File: config.mk
export PLATFORM = sky130hd
export DESIGN_NAME = row_bitmap_to_page_bytes_core_flat
export DESIGN_NICKNAME = d
export VERILOG_FILES = /design/src/rtl/rbpb_pkg.sv /design/src/rtl/rbpb_if.sv /design/src/rtl/rbpb_line_store.sv /design/src/rtl/row_bitmap_to_page_bytes_core.sv /design/src/flat_wrapper.sv
export SDC_FILE = /design/constraint.sdc
export NUM_CORES = 1
export LEC_CHECK = 0
export ABC_AREA = 1
export BUFFER_PORTS_ARGS = -buffer_cell sky130_fd_sc_hd__buf_2
export CAP_MARGIN = 5
export CORE_ASPECT_RATIO = 0.9
export CORE_MARGIN = 1.5
export CORE_UTILIZATION = 40
export CTS_CLUSTER_SIZE = 25
export DETAILED_ROUTE_END_ITERATION = 6
export PLACE_DENSITY = 0.63
export SLEW_MARGIN = 15
export SYNTH_ARGS = -nofsm -noshare
export SYNTH_HDL_FRONTEND = slang
export SYNTH_HIERARCHICAL = 1
export SYNTH_SLANG_ARGS = --single-unit
File: constraint.sdc
create_clock -name clk -period 5.95 [get_ports clk]
set_clock_uncertainty 0.1 [all_clocks]
set_input_delay 0.595 -clock clk [delete_from_list [all_inputs] [get_ports clk]]
set_output_delay 0.595 -clock clk [all_outputs]
set_load 0.03 [all_outputs]
File: src/rtl/rbpb_pkg.sv
// ----------------------------------------------------------------------------
// rbpb_pkg
// Shared constants, types and helpers for the row bitmap to page byte core.
// ----------------------------------------------------------------------------
`default_nettype none

package rbpb_pkg;

	localparam int DISPLAY_WIDTH = 128;
	localparam int PAGE_COUNT    = 8;

	localparam int PIX_W      = 8;
	localparam int BAND_ROWS  = 8;
	localparam int ROW_BYTES  = DISPLAY_WIDTH / PIX_W;
	localparam int FRAME_ROWS = PAGE_COUNT * BAND_ROWS;
	localparam int POS_W      = (ROW_BYTES > 1) ? $clog2(ROW_BYTES) : 1;
	localparam int ROW_W      = $clog2(FRAME_ROWS);
	localparam int LANE_W     = 3;
	localparam int STORE_W    = (BAND_ROWS - 1) * PIX_W;
	localparam int COLS_W     = BAND_ROWS * PIX_W;
	localparam int PAGE_W     = 3;
	localparam int COL_W      = 7;

	// one byte-lane write into the line store
	typedef struct packed {
		logic              en;
		logic [POS_W-1:0]  addr;
		logic [LANE_W-1:0] lane;
		logic [PIX_W-1:0]  data;
	} wr_req_t;

	// Builds the eight column bytes of a band: byte p is column p (MSB pixel
	// first), bit r of it is band row r. Row 7 comes straight from the input.
	function automatic logic [COLS_W-1:0] gather_cols(input logic [STORE_W-1:0] upper,
			input logic [PIX_W-1:0] last_row);
		logic [COLS_W-1:0] cols;
		cols = '0;
		for (int p = 0; p < PIX_W; p++) begin
			for (int r = 0; r < BAND_ROWS - 1; r++) begin
				cols[p*PIX_W + r] = upper[r*PIX_W + (PIX_W - 1 - p)];
			end
			cols[p*PIX_W + BAND_ROWS - 1] = last_row[PIX_W - 1 - p];
		end
		return cols;
	endfunction

endpackage

`default_nettype wire

File: src/rtl/rbpb_if.sv
// ----------------------------------------------------------------------------
// rbpb_if
// Valid/ready channels for bitmap bytes in and page bytes out.
// ----------------------------------------------------------------------------
`default_nettype none

interface rbpb_in_if;
	logic       valid;
	logic       ready;
	logic [7:0] bitmap_byte;

	modport source (output valid, output bitmap_byte, input ready);
	modport sink (input valid, input bitmap_byte, output ready);
endinterface

interface rbpb_out_if;
	logic       valid;
	logic       ready;
	logic [7:0] column_byte;
	logic [2:0] page_number;
	logic [6:0] column_number;
	logic       last_of_run;
	logic       last_of_frame;

	modport source (output valid, output column_byte, output page_number,
		output column_number, output last_of_run, output last_of_frame, input ready);
	modport sink (input valid, input column_byte, input page_number,
		input column_number, input last_of_run, input last_of_frame, output ready);
endinterface

`default_nettype wire

File: src/rtl/rbpb_line_store.sv
// ----------------------------------------------------------------------------
// rbpb_line_store
// Line store for rows 0..6 of the current band: byte-lane writes, one
// registered read port.
// ----------------------------------------------------------------------------
`default_nettype none

module rbpb_line_store (
	input  wire logic                          clk,
	input  wire rbpb_pkg::wr_req_t             wr,
	input  wire logic                          rd_en,
	input  wire logic [rbpb_pkg::POS_W-1:0]    rd_addr,
	output logic      [rbpb_pkg::STORE_W-1:0]  rd_data
);

	logic [rbpb_pkg::STORE_W-1:0] mem [rbpb_pkg::ROW_BYTES];

	always_ff @(posedge clk) begin
		if (wr.en) begin
			mem[wr.addr][wr.lane*rbpb_pkg::PIX_W +: rbpb_pkg::PIX_W] <= wr.data;
		end
	end

	always_ff @(posedge clk) begin
		if (rd_en) begin
			rd_data <= mem[rd_addr];
		end
	end

endmodule

`default_nettype wire

File: src/rtl/row_bitmap_to_page_bytes_core.sv
// ----------------------------------------------------------------------------
// row_bitmap_to_page_bytes_core
// Row-major 1bpp bitmap in, vertical page bytes out.
// ----------------------------------------------------------------------------
// Bytes of rows 0..6 of each band are written into the line store and
// produce nothing. A byte of a band's eighth row reads the store entry
// of its column group and is turned into eight column bytes, sent one
// per cycle while the output is ready, last_of_run on the eighth and
// last_of_frame on the frame's final byte. The output serializer sets
// the rate: while it is busy with a row-7 item, row 0..6 items keep
// being accepted; a row-7 item that finds the read stage still holding
// the next item waits until the serializer frees up. Counters wrap at the
// end of a frame. No clearing pass after reset.
`default_nettype none

module row_bitmap_to_page_bytes_core (
	input  wire logic clk,
	input  wire logic arst_n,
	rbpb_in_if.sink   bitmap,
	rbpb_out_if.source page_bytes
);

	logic [rbpb_pkg::ROW_W-1:0] row_q;
	logic [rbpb_pkg::POS_W-1:0] pos_q;

	logic row7, accept, frame_end;
	rbpb_pkg::wr_req_t wr;
	logic [rbpb_pkg::STORE_W-1:0] rd_data;

	// read stage
	logic                        valid_s1;
	logic [rbpb_pkg::PIX_W-1:0]  last_s1;
	logic [rbpb_pkg::PAGE_W-1:0] page_s1;
	logic [rbpb_pkg::POS_W-1:0]  pos_s1;
	logic                        fend_s1;
	logic                        s1_adv;

	// serializer
	logic                         ser_valid_q;
	logic [2:0]                   idx_q;
	logic [rbpb_pkg::COLS_W-1:0]  cols_q;
	logic [rbpb_pkg::PAGE_W-1:0]  page_q;
	logic [rbpb_pkg::POS_W-1:0]   spos_q;
	logic                         fend_q;
	logic                         beat, beat_last;

	assign row7      = &row_q[2:0];
	assign frame_end = (row_q == rbpb_pkg::ROW_W'(rbpb_pkg::FRAME_ROWS - 1)) &&
		(pos_q == rbpb_pkg::POS_W'(rbpb_pkg::ROW_BYTES - 1));

	assign beat      = ser_valid_q && page_bytes.ready;
	assign beat_last = beat && (idx_q == 3'd7);
	assign s1_adv    = valid_s1 && (!ser_valid_q || beat_last);

	assign bitmap.ready = !row7 || !valid_s1 || s1_adv;
	assign accept       = bitmap.valid && bitmap.ready;

	always_comb begin
		wr.en   = accept && !row7;
		wr.addr = pos_q;
		wr.lane = row_q[2:0];
		wr.data = bitmap.bitmap_byte;
	end

	rbpb_line_store u_store (
		.clk     (clk),
		.wr      (wr),
		.rd_en   (accept && row7),
		.rd_addr (pos_q),
		.rd_data (rd_data)
	);

	// position counters
	always_ff @(posedge clk or negedge arst_n) begin
		if (!arst_n) begin
			row_q <= '0;
			pos_q <= '0;
		end else if (accept) begin
			if (pos_q == rbpb_pkg::POS_W'(rbpb_pkg::ROW_BYTES - 1)) begin
				pos_q <= '0;
				if (row_q == rbpb_pkg::ROW_W'(rbpb_pkg::FRAME_ROWS - 1)) begin
					row_q <= '0;
				end else begin
					row_q <= row_q + 1'b1;
				end
			end else begin
				pos_q <= pos_q + 1'b1;
			end
		end
	end

	// read stage control and payload
	always_ff @(posedge clk or negedge arst_n) begin
		if (!arst_n) begin
			valid_s1 <= 1'b0;
		end else if (accept && row7) begin
			valid_s1 <= 1'b1;
		end else if (s1_adv) begin
			valid_s1 <= 1'b0;
		end
	end

	always_ff @(posedge clk) begin
		if (accept && row7) begin
			last_s1 <= bitmap.bitmap_byte;
			page_s1 <= rbpb_pkg::PAGE_W'(32'(row_q) >> 3);
			pos_s1  <= pos_q;
			fend_s1 <= frame_end;
		end
	end

	// serializer control
	always_ff @(posedge clk or negedge arst_n) begin
		if (!arst_n) begin
			ser_valid_q <= 1'b0;
			idx_q       <= '0;
		end else if (s1_adv) begin
			ser_valid_q <= 1'b1;
			idx_q       <= '0;
		end else if (beat) begin
			if (beat_last) begin
				ser_valid_q <= 1'b0;
			end
			idx_q <= idx_q + 1'b1;
		end
	end

	// serializer payload: column bytes shift out low byte first
	always_ff @(posedge clk) begin
		if (s1_adv) begin
			cols_q <= rbpb_pkg::gather_cols(rd_data, last_s1);
			page_q <= page_s1;
			spos_q <= pos_s1;
			fend_q <= fend_s1;
		end else if (beat) begin
			cols_q <= cols_q >> rbpb_pkg::PIX_W;
		end
	end

	assign page_bytes.valid         = ser_valid_q;
	assign page_bytes.column_byte   = cols_q[rbpb_pkg::PIX_W-1:0];
	assign page_bytes.page_number   = page_q;
	assign page_bytes.column_number = rbpb_pkg::COL_W'({spos_q, idx_q});
	assign page_bytes.last_of_run   = (idx_q == 3'd7);
	assign page_bytes.last_of_frame = (idx_q == 3'd7) && fend_q;

endmodule

`default_nettype wire

File: src/flat_wrapper.sv
// flat-port wrapper written by rule: the top's interface ports become plain ports
module row_bitmap_to_page_bytes_core_flat 
  (clk, arst_n, bitmap_valid, bitmap_bitmap_byte, bitmap_ready, page_bytes_valid, page_bytes_column_byte, page_bytes_page_number, page_bytes_column_number, page_bytes_last_of_run, page_bytes_last_of_frame, page_bytes_ready);
  rbpb_in_if bitmap_i ();
  rbpb_out_if page_bytes_i ();
  input  wire logic clk;
  input  wire logic arst_n;
  input wire logic [$bits(bitmap_i.valid)-1:0] bitmap_valid;
  input wire logic [$bits(bitmap_i.bitmap_byte)-1:0] bitmap_bitmap_byte;
  output wire logic [$bits(bitmap_i.ready)-1:0] bitmap_ready;
  output wire logic [$bits(page_bytes_i.valid)-1:0] page_bytes_valid;
  output wire logic [$bits(page_bytes_i.column_byte)-1:0] page_bytes_column_byte;
  output wire logic [$bits(page_bytes_i.page_number)-1:0] page_bytes_page_number;
  output wire logic [$bits(page_bytes_i.column_number)-1:0] page_bytes_column_number;
  output wire logic [$bits(page_bytes_i.last_of_run)-1:0] page_bytes_last_of_run;
  output wire logic [$bits(page_bytes_i.last_of_frame)-1:0] page_bytes_last_of_frame;
  input wire logic [$bits(page_bytes_i.ready)-1:0] page_bytes_ready;
  assign bitmap_i.valid = bitmap_valid;
  assign bitmap_i.bitmap_byte = bitmap_bitmap_byte;
  assign bitmap_ready = bitmap_i.ready;
  assign page_bytes_valid = page_bytes_i.valid;
  assign page_bytes_column_byte = page_bytes_i.column_byte;
  assign page_bytes_page_number = page_bytes_i.page_number;
  assign page_bytes_column_number = page_bytes_i.column_number;
  assign page_bytes_last_of_run = page_bytes_i.last_of_run;
  assign page_bytes_last_of_frame = page_bytes_i.last_of_frame;
  assign page_bytes_i.ready = page_bytes_ready;
  row_bitmap_to_page_bytes_core u_core (.clk(clk), .arst_n(arst_n), .bitmap(bitmap_i), .page_bytes(page_bytes_i));
endmodule
==> metrics.md, run 1 <==
| Metric | Value |
|---|---|
| FF+latch area | `about 32000 µm²` |
| Num CTS Buffers | `between 100 and 150` |
| Met2 WL | `~50 mm` |
| Synthesis-to-finish area growth | `10.23%` |
| Initial antenna violation count | `2` |
| Syn Nets | `between 4k and 5k` |
| Critical path's slowest cell | `nor3_2` |
| Number of global-route vias before repair | `28.02k` |
| Hold Vio Cnt, Final | `0` |
| Fmax | `roughly 210 MHz` |
| Yosys reg bits | `roughly 1.1k` |
| Met1 WL | `48.76 mm` |
| Area of the multi-input gates | `about 10000 µm²` |
| CP most frequent cell | `ha_1` |
| Clock period minus worst slack | `4.675 ns` |
| Commonest non-fill, non-tap cells in the layout | `nand2_1 (1398), edfxtp_1 (1040), inv_1 (710), nand3_1 (696), nor2_1 (136)` |
| Max Slew Vio Count | `0` |
| Worst hold slack | `around 0.096 ns` |
| Max-cap violations | `0` |
| Syn Area/Cell | `10.54 µm²` |
| Num ports | `34` |
| Final HPWL DP | `66.43 mm` |
| Startpoint types | `register` |
| Hold WC Path Type | `in -> reg` |
| Most common cell after layout, fill and taps aside | `nand2_1` |
| Residual DRC | `0` |
| Status | `completed` |
| Largest net degree at the start of global routing | `~260` |
| Port-buffer cells | `33` |
| CTS tree | `built` |
| Leak pwr | `slightly above 20 nW` |
| Clock buffer depth | `3` |
| Sequential share of the synthesized area | `69.45%` |
| Relative slew slack | `about a fifth` |
| Detailed-router iteration count before antenna repair | `6` |
| Post-CTS sizing | `0` |
| Synthesized instance count | `4319` |
| CP max FO | `16` |
| First DRT Iteration DRCs | `about 3k` |
| Post-synth top area share | `68.63%` |
| Die outline width | `around 360 µm` |
| Vias per inst | `between 5 and 6` |
| Critical path's largest stage delay | `between 0.9 and 1 ns` |
| PwrDens | `around 400 nW/µm²` |
| Final Net Count | `4313` |
| CP required | `about 6 ns` |
| Clock-pin transition on the worst setup and hold timing paths | `0.06 ns` |
| First-pass GRT wire length | `168.4 mm` |
| Gr usage total | `between 15 and 20%` |
| Crit Path Category | `reg -> reg` |
| Root buffer cell | `clkbuf_16` |
| RSZ-0062 raised after global routing | `false` |
| GP Congestion | `roughly 0.86` |
| Post-Syn Area | `~46000 µm²` |
| Crit share post-route | `between 70% and 80%` |
| Vias | `around 29k` |
| Design Power | `0.02011 W` |
| Peak supply drop | `~0.00046 V` |
| Rows | `approximately 120` |
| Routed wire per std cell | `just under 20 µm` |
| Yosys warning total | `6` |
| Fillcell total | `about 10k` |
| Worst slew pin tran | `between 1 and 1.5 ns` |
| Worst Path Buf+Inv | `2` |
| Synth area leader | `edfxtp_1` |
| Worst skew pair latency | `approximately 0.68 ns` |
| CP Cell Sequence | `clkinv_1 > ha_1 > ha_1 > inv_4 > nor2_4 > nand2_2 > nor3_2` |
| Yosys cell types | `33` |
| DR top layer | `met5` |
| Largest cells by area after synthesis | `edfxtp_1 (69%), nand2_1 (12%), nand3_1 (7.7%)` |
| Antenna viol nets, final | `0` |
| WL final | `about 110 mm` |
| Share of layout cells above drive strength 1 | `7.068%` |
| Clock Sinks | `1055` |
| Setup violators final | `0` |
| Die span in y | `323.0 µm` |
| CP delay by family, top | `simple AND/OR/NAND/NOR gates` |
| Die Footprint | `115800 µm²` |
| Remaining global-route overflow | `0` |
| H-tree level count | `3` |
| Metal3 WL | `roughly 10 mm` |
| Setup TNS after final layout | `0 ns` |
| N_diodes | `0` |
| Setup crit end kind | `register` |
| Initial Utilization | `about two fifths` |
| Critical Path AT | `between 4 and 5 ns` |
| Core area | `~110000 µm²` |
cell families (layout without fill, tap and decap cells):
| logic type | after synthesis | count (layout) | synth area share [%] |
|---|---|---|---|
| XOR/XNOR | 3 | 3 | 0.05775 |
| flip-flops | 1055 | 1055 | 69.45 |
| AO/OA/AOI/OAI | 9 | 9 | 0.1072 |
| adder cells (fa/ha/maj) | 10 | 10 | 0.2750 |
| AND/OR/NAND/NOR | 2301 | 2301 | 21.31 |
| buffers and inverters | 941 | 994 | 8.793 |
routing by layer:
| metal | up-vias | GRT usage (%) |
|---|---|---|
| met5 | - | 0 |
| met4 | 2 | 6.312 |
| met3 | 192 | 3.396 |
| met2 | 1236 | 30.54 |
| met1 | 14032 | 27.23 |
| li1 | 13916 | - |
state kept, by name (all words and copies together), names as in the netlist:
register / cells
u_core/pos_q: 4
u_core/spos_q: 4
u_core/cols_q: 64
u_core/fend_q: 1
u_core/valid_s1: 1
u_core/pos_s1: 4
u_core/page_s1: 3
u_core/u_store/mem: 896
u_core/fend_s1: 1
u_core/last_s1: 8
u_core/row_q: 6
u_core/page_bytes.valid: 1
u_core/u_store/rd_data: 56
u_core/page_bytes.page_number: 3
u_core/idx_q: 3
worst paths after layout:
kind	from	depth (start not counted)	end	slack, ns
max in group asynchronous	arst_n	2	u_core/pos_q[1]	5.13
setup / recovery	u_core/row_q[0]	7	u_core/u_store/mem[12][30]	1.28
setup reg to reg	u_core/row_q[0]	7	u_core/u_store/mem[12][30]	1.28
hold reg to reg	u_core/pos_s1[3]	0	u_core/spos_q[3]	0.32
hold / removal	bitmap_bitmap_byte[2]	1	u_core/last_s1[2]	0.1
min in group asynchronous	arst_n	2	u_core/idx_q[1]	0.29
power breakdown:
group | switching [W] | internal, W
registers | 0.000224 | 0.00867
clock network | 0.00270 | 0.00361
logic | 0.00371 | 0.00119
synthesized netlist by cell type (all sizes together):
library cell	n
clkinv	2
xor2	2
o21ai	7
nor2	166
nand4	3
nand2	1401
a21oi	2
buf	190
inv	719
nand3	704
ha	10
clkbuf	30
dfrtp	15
xnor2	1
nor3	26
nand3b	1
edfxtp	1040
metrics by stage:
stage	cells	area, µm²	setup slack (ns)	util, %
floorplan	4319	45500	2.172	-
global placement	5670	46840	1.691	41.45
detailed placement	5670	46840	1.560	41.45
CTS	5859	50130	1.520	44.36
global route	5859	50160	1.022	44.38
finish	5859	50160	1.275	44.38
repair_timing:
| item | in CTS | in global routing |
|---|---|---|
| buffers inserted | 0 | 0 |
| endpoints found under the hold margin | 15 | 0 |
| hold buffers | 1 | 0 |
area by class of cell:
type	count	share of cell area, %
Tap cell	1487	3.709
Multi-Input combinational cell	2323	20.06
Clock inverter	58	0.9903
Clock buffer	130	5.550
Sequential cell	1055	63.04
Timing Repair Buffer	85	1.187
Inverter	721	5.460
No activity file was read; power rests on OpenSTA's default activity.
==> run 2: changes to the inputs <==
--- a/config.mk
+++ b/config.mk
@@ -13,7 +13,7 @@
 export CORE_UTILIZATION = 40
 export CTS_CLUSTER_SIZE = 25
 export DETAILED_ROUTE_END_ITERATION = 6
-export PLACE_DENSITY = 0.63
+export PLACE_DENSITY = 0.65
 export SLEW_MARGIN = 15
 export SYNTH_ARGS = -nofsm -noshare
 export SYNTH_HDL_FRONTEND = slang
==> constraint.sdc (replaced) <==
create_clock -name clk -period 4 [get_ports clk]
set_clock_uncertainty 0.1 [all_clocks]
set_input_delay 0.4 -clock clk [delete_from_list [all_inputs] [get_ports clk]]
set_output_delay 0.4 -clock clk [all_outputs]
set_load 0.03 [all_outputs]
==> run 2 against run 1 <==
  * Sequential power rose by 47%
  * Non-clock buffer count increased by 61
  * Clock-buffer cell count shrank 6
  * Critical endpoint is now u_core/u_store/mem[12][28]
  * Core utilization is 0.56 points higher
  * Sequential share of layout area down 0.78 points
  * Routed wire length up 0.45%
  * Global-route usage increased by 0.16 points
  * Register-to-register slack worse by 0.71 ns
  * Highest routed layer is now met4
  * Cell area rose by 1.3%
  * Die area did not move
  * Fmax grew 36%
  * Worst hold slack got worse by 0.047 ns
==> metrics.md, run 2 (synthesized netlist as in run 1, its figures left out) <==
| Metric | Value |
|---|---|
| Relative slew slack | `between 20% and 30%` |
| Routed wire per std cell | `between 15 and 20 µm` |
| Largest net degree at the start of global routing | `~200` |
| Fmax | `around 290 MHz` |
| CTS tree | `built` |
| First DRT Iteration DRCs | `3543` |
| Num ports | `34` |
| CP max FO | `16` |
| Die Footprint | `roughly 120000 µm²` |
| Vias | `~30k` |
| Gr usage total | `19.55%` |
| Die span in y | `approximately 320 µm` |
| Core Util, Final | `around 45%` |
| Number of global-route vias before repair | `~28k` |
| Largest Register | `u_core/u_store/mem` |
| Antenna viol nets, final | `0` |
| H-tree level count | `3` |
| Root buffer cell | `clkbuf_16` |
| Final HPWL DP | `roughly 69 mm` |
| Setup TNS after final layout | `0 ns` |
| Peak supply drop | `between 0.0006 and 0.0007 V` |
| Core area | `about 110000 µm²` |
| Port-buffer cells | `33` |
| GP Congestion | `0.8888` |
| Clock Sinks | `approximately 1.1k` |
| RSZ-0062 raised after global routing | `false` |
| Setup crit end kind | `register` |
| Num CTS Buffers | `between 100 and 150` |
| Clock period minus worst slack | `3.435 ns` |
| Worst slew pin tran | `~1.1 ns` |
| WL final | `113.5 mm` |
| Crit Path Category | `reg -> reg` |
| Critical Path AT | `approximately 3.6 ns` |
| Max reg flops | `roughly 900` |
| R2r startpoint | `u_core/row_q[1]` |
| Remaining global-route overflow | `0` |
| Startpoint types | `register` |
| Residual DRC | `0` |
| Clock-pin transition on the worst setup and hold timing paths | `~0.060 ns` |
| Clock buffer depth | `3` |
| End of the worst register-to-register path | `u_core/u_store/mem[12][28]` |
| Initial antenna violation count | `2` |
| Leak pwr | `20.99 nW` |
| PwrDens | `around 600 nW/µm²` |
| Reg2Reg Setup Slack | `approximately 0.56 ns` |
| WHS Endpoint | `u_core/pos_q[2]` |
| Hold WC Path Type | `in -> reg` |
| Detailed-router iteration count before antenna repair | `7` |
| Hold path depth | `3` |
| Synthesis-to-finish area growth | `11.61%` |
| Vias per inst | `~5.0` |
| Setup violators final | `0` |
| CP required | `4.19 ns` |
| Max-cap violations | `0` |
| Hold Path Origin | `bitmap_valid` |
| Hold Vio Cnt, Final | `0` |
| Top flop regs | `u_core/u_store/mem (896), u_core/cols_q (64), u_core/u_store/rd_data (56)` |
| Post-CTS sizing | `0` |
| Reg2Reg Depth | `7` |
| Share of layout cells above drive strength 1 | `between 7 and 8%` |
| Rows | `117` |
| Initial Utilization | `about two fifths` |
| First-pass GRT wire length | `around 170 mm` |
| Max Slew Vio Count | `0` |
| Status | `completed` |
| Worst skew pair latency | `between 0.6 and 0.7 ns` |
| Commonest non-fill, non-tap cells in the layout | `nand2_1 (1398), edfxtp_1 (1040), inv_1 (710), nand3_1 (696), nor2_1 (153)` |
| Die outline width | `358.5 µm` |
| N_diodes | `0` |
| Final Net Count | `around 4.4k` |
| Crit share post-route | `85.88%` |
| Most common cell after layout, fill and taps aside | `nand2_1` |
[run 2: cell types whose count changed in the layout (fill, tap and decap cells not counted), moves of 5 or more]
cell           delta
nor2_2           -17
nor2_1           +17
clkbuf_1          -7
buf_4            +49
dlygate4sd3_1     +8
clkbuf_8          +5
clkinv_2         -10
bufinv_16         +9
nor3_2            +5
[run 2: how the worst max path moves through the flow]
stage                               start                    endpoint  slack (ns)
after floorplan           u_core/idx_q[0]              u_core/fend_s1        0.22
after detailed placement  u_core/row_q[1]  u_core/u_store/mem[11][19]        0.56
after global placement    u_core/row_q[1]   u_core/u_store/mem[6][19]        0.60
final                     u_core/row_q[1]  u_core/u_store/mem[12][28]        0.56
after global routing      u_core/row_q[1]  u_core/u_store/mem[11][23]        0.36
after CTS                 u_core/row_q[1]  u_core/u_store/mem[11][21]        0.55
[run 2: power breakdown]
| group | switching [W] | internal [W] |
|---|---|---|
| clock | 0.00409 | 0.00586 |
| sequential | 0.000179 | 0.0129 |
| combinational | 0.00557 | 0.00191 |
[run 2: timing repair]
item | in CTS | in global routing
hold buffers | 9 | 0
hold endpoints to repair | 23 | 0
buffers inserted | 0 | 0
[run 2: metrics by stage]
stage,hold slack (ns),setup slack (ns),cell area [µm²],total power [W],std cells
CTS,0.01338,0.5538,50790,0.03055,5919
finish,0.04840,0.5649,50790,0.03051,5919
floorplan,0.004409,0.2224,45500,0.01816,4319
detailed placement,0.2580,0.5586,47250,0.02067,5723
global route,0.03884,0.3640,50790,0.03172,5919
global placement,0.2570,0.5970,47250,0.02061,5723
[run 2: metal layers]
metal | GRT usage (%) | vias up | routed length, µm
li1 | - | 14034 | -
met1 | 27.08 | 14148 | 47710
met2 | 31.33 | 1215 | 52500
met3 | 3.848 | 174 | 10400
met4 | 5.462 | 0 | 2851
met5 | 0 | - | 0
[run 2: area by class of cell]
type	instances	area [µm²]
fillers	10331	62220
flip-flops and latches	1055	31620
multi-input cells	2323	10000
inverters	721	2735
clock buffers	124	2726
well taps	1487	1861
repair buffers	146	1124
clock inverters	63	721.9
[run 2: worst max-delay path, stage by stage (launching register included)]
cell,delay [ns]
dfrtp_1,0.51
inv_1,0.12
ha_1,0.20
ha_1,0.49
inv_4,0.13
nor2_4,0.28
nand3_2,0.47
nor2_1,0.73
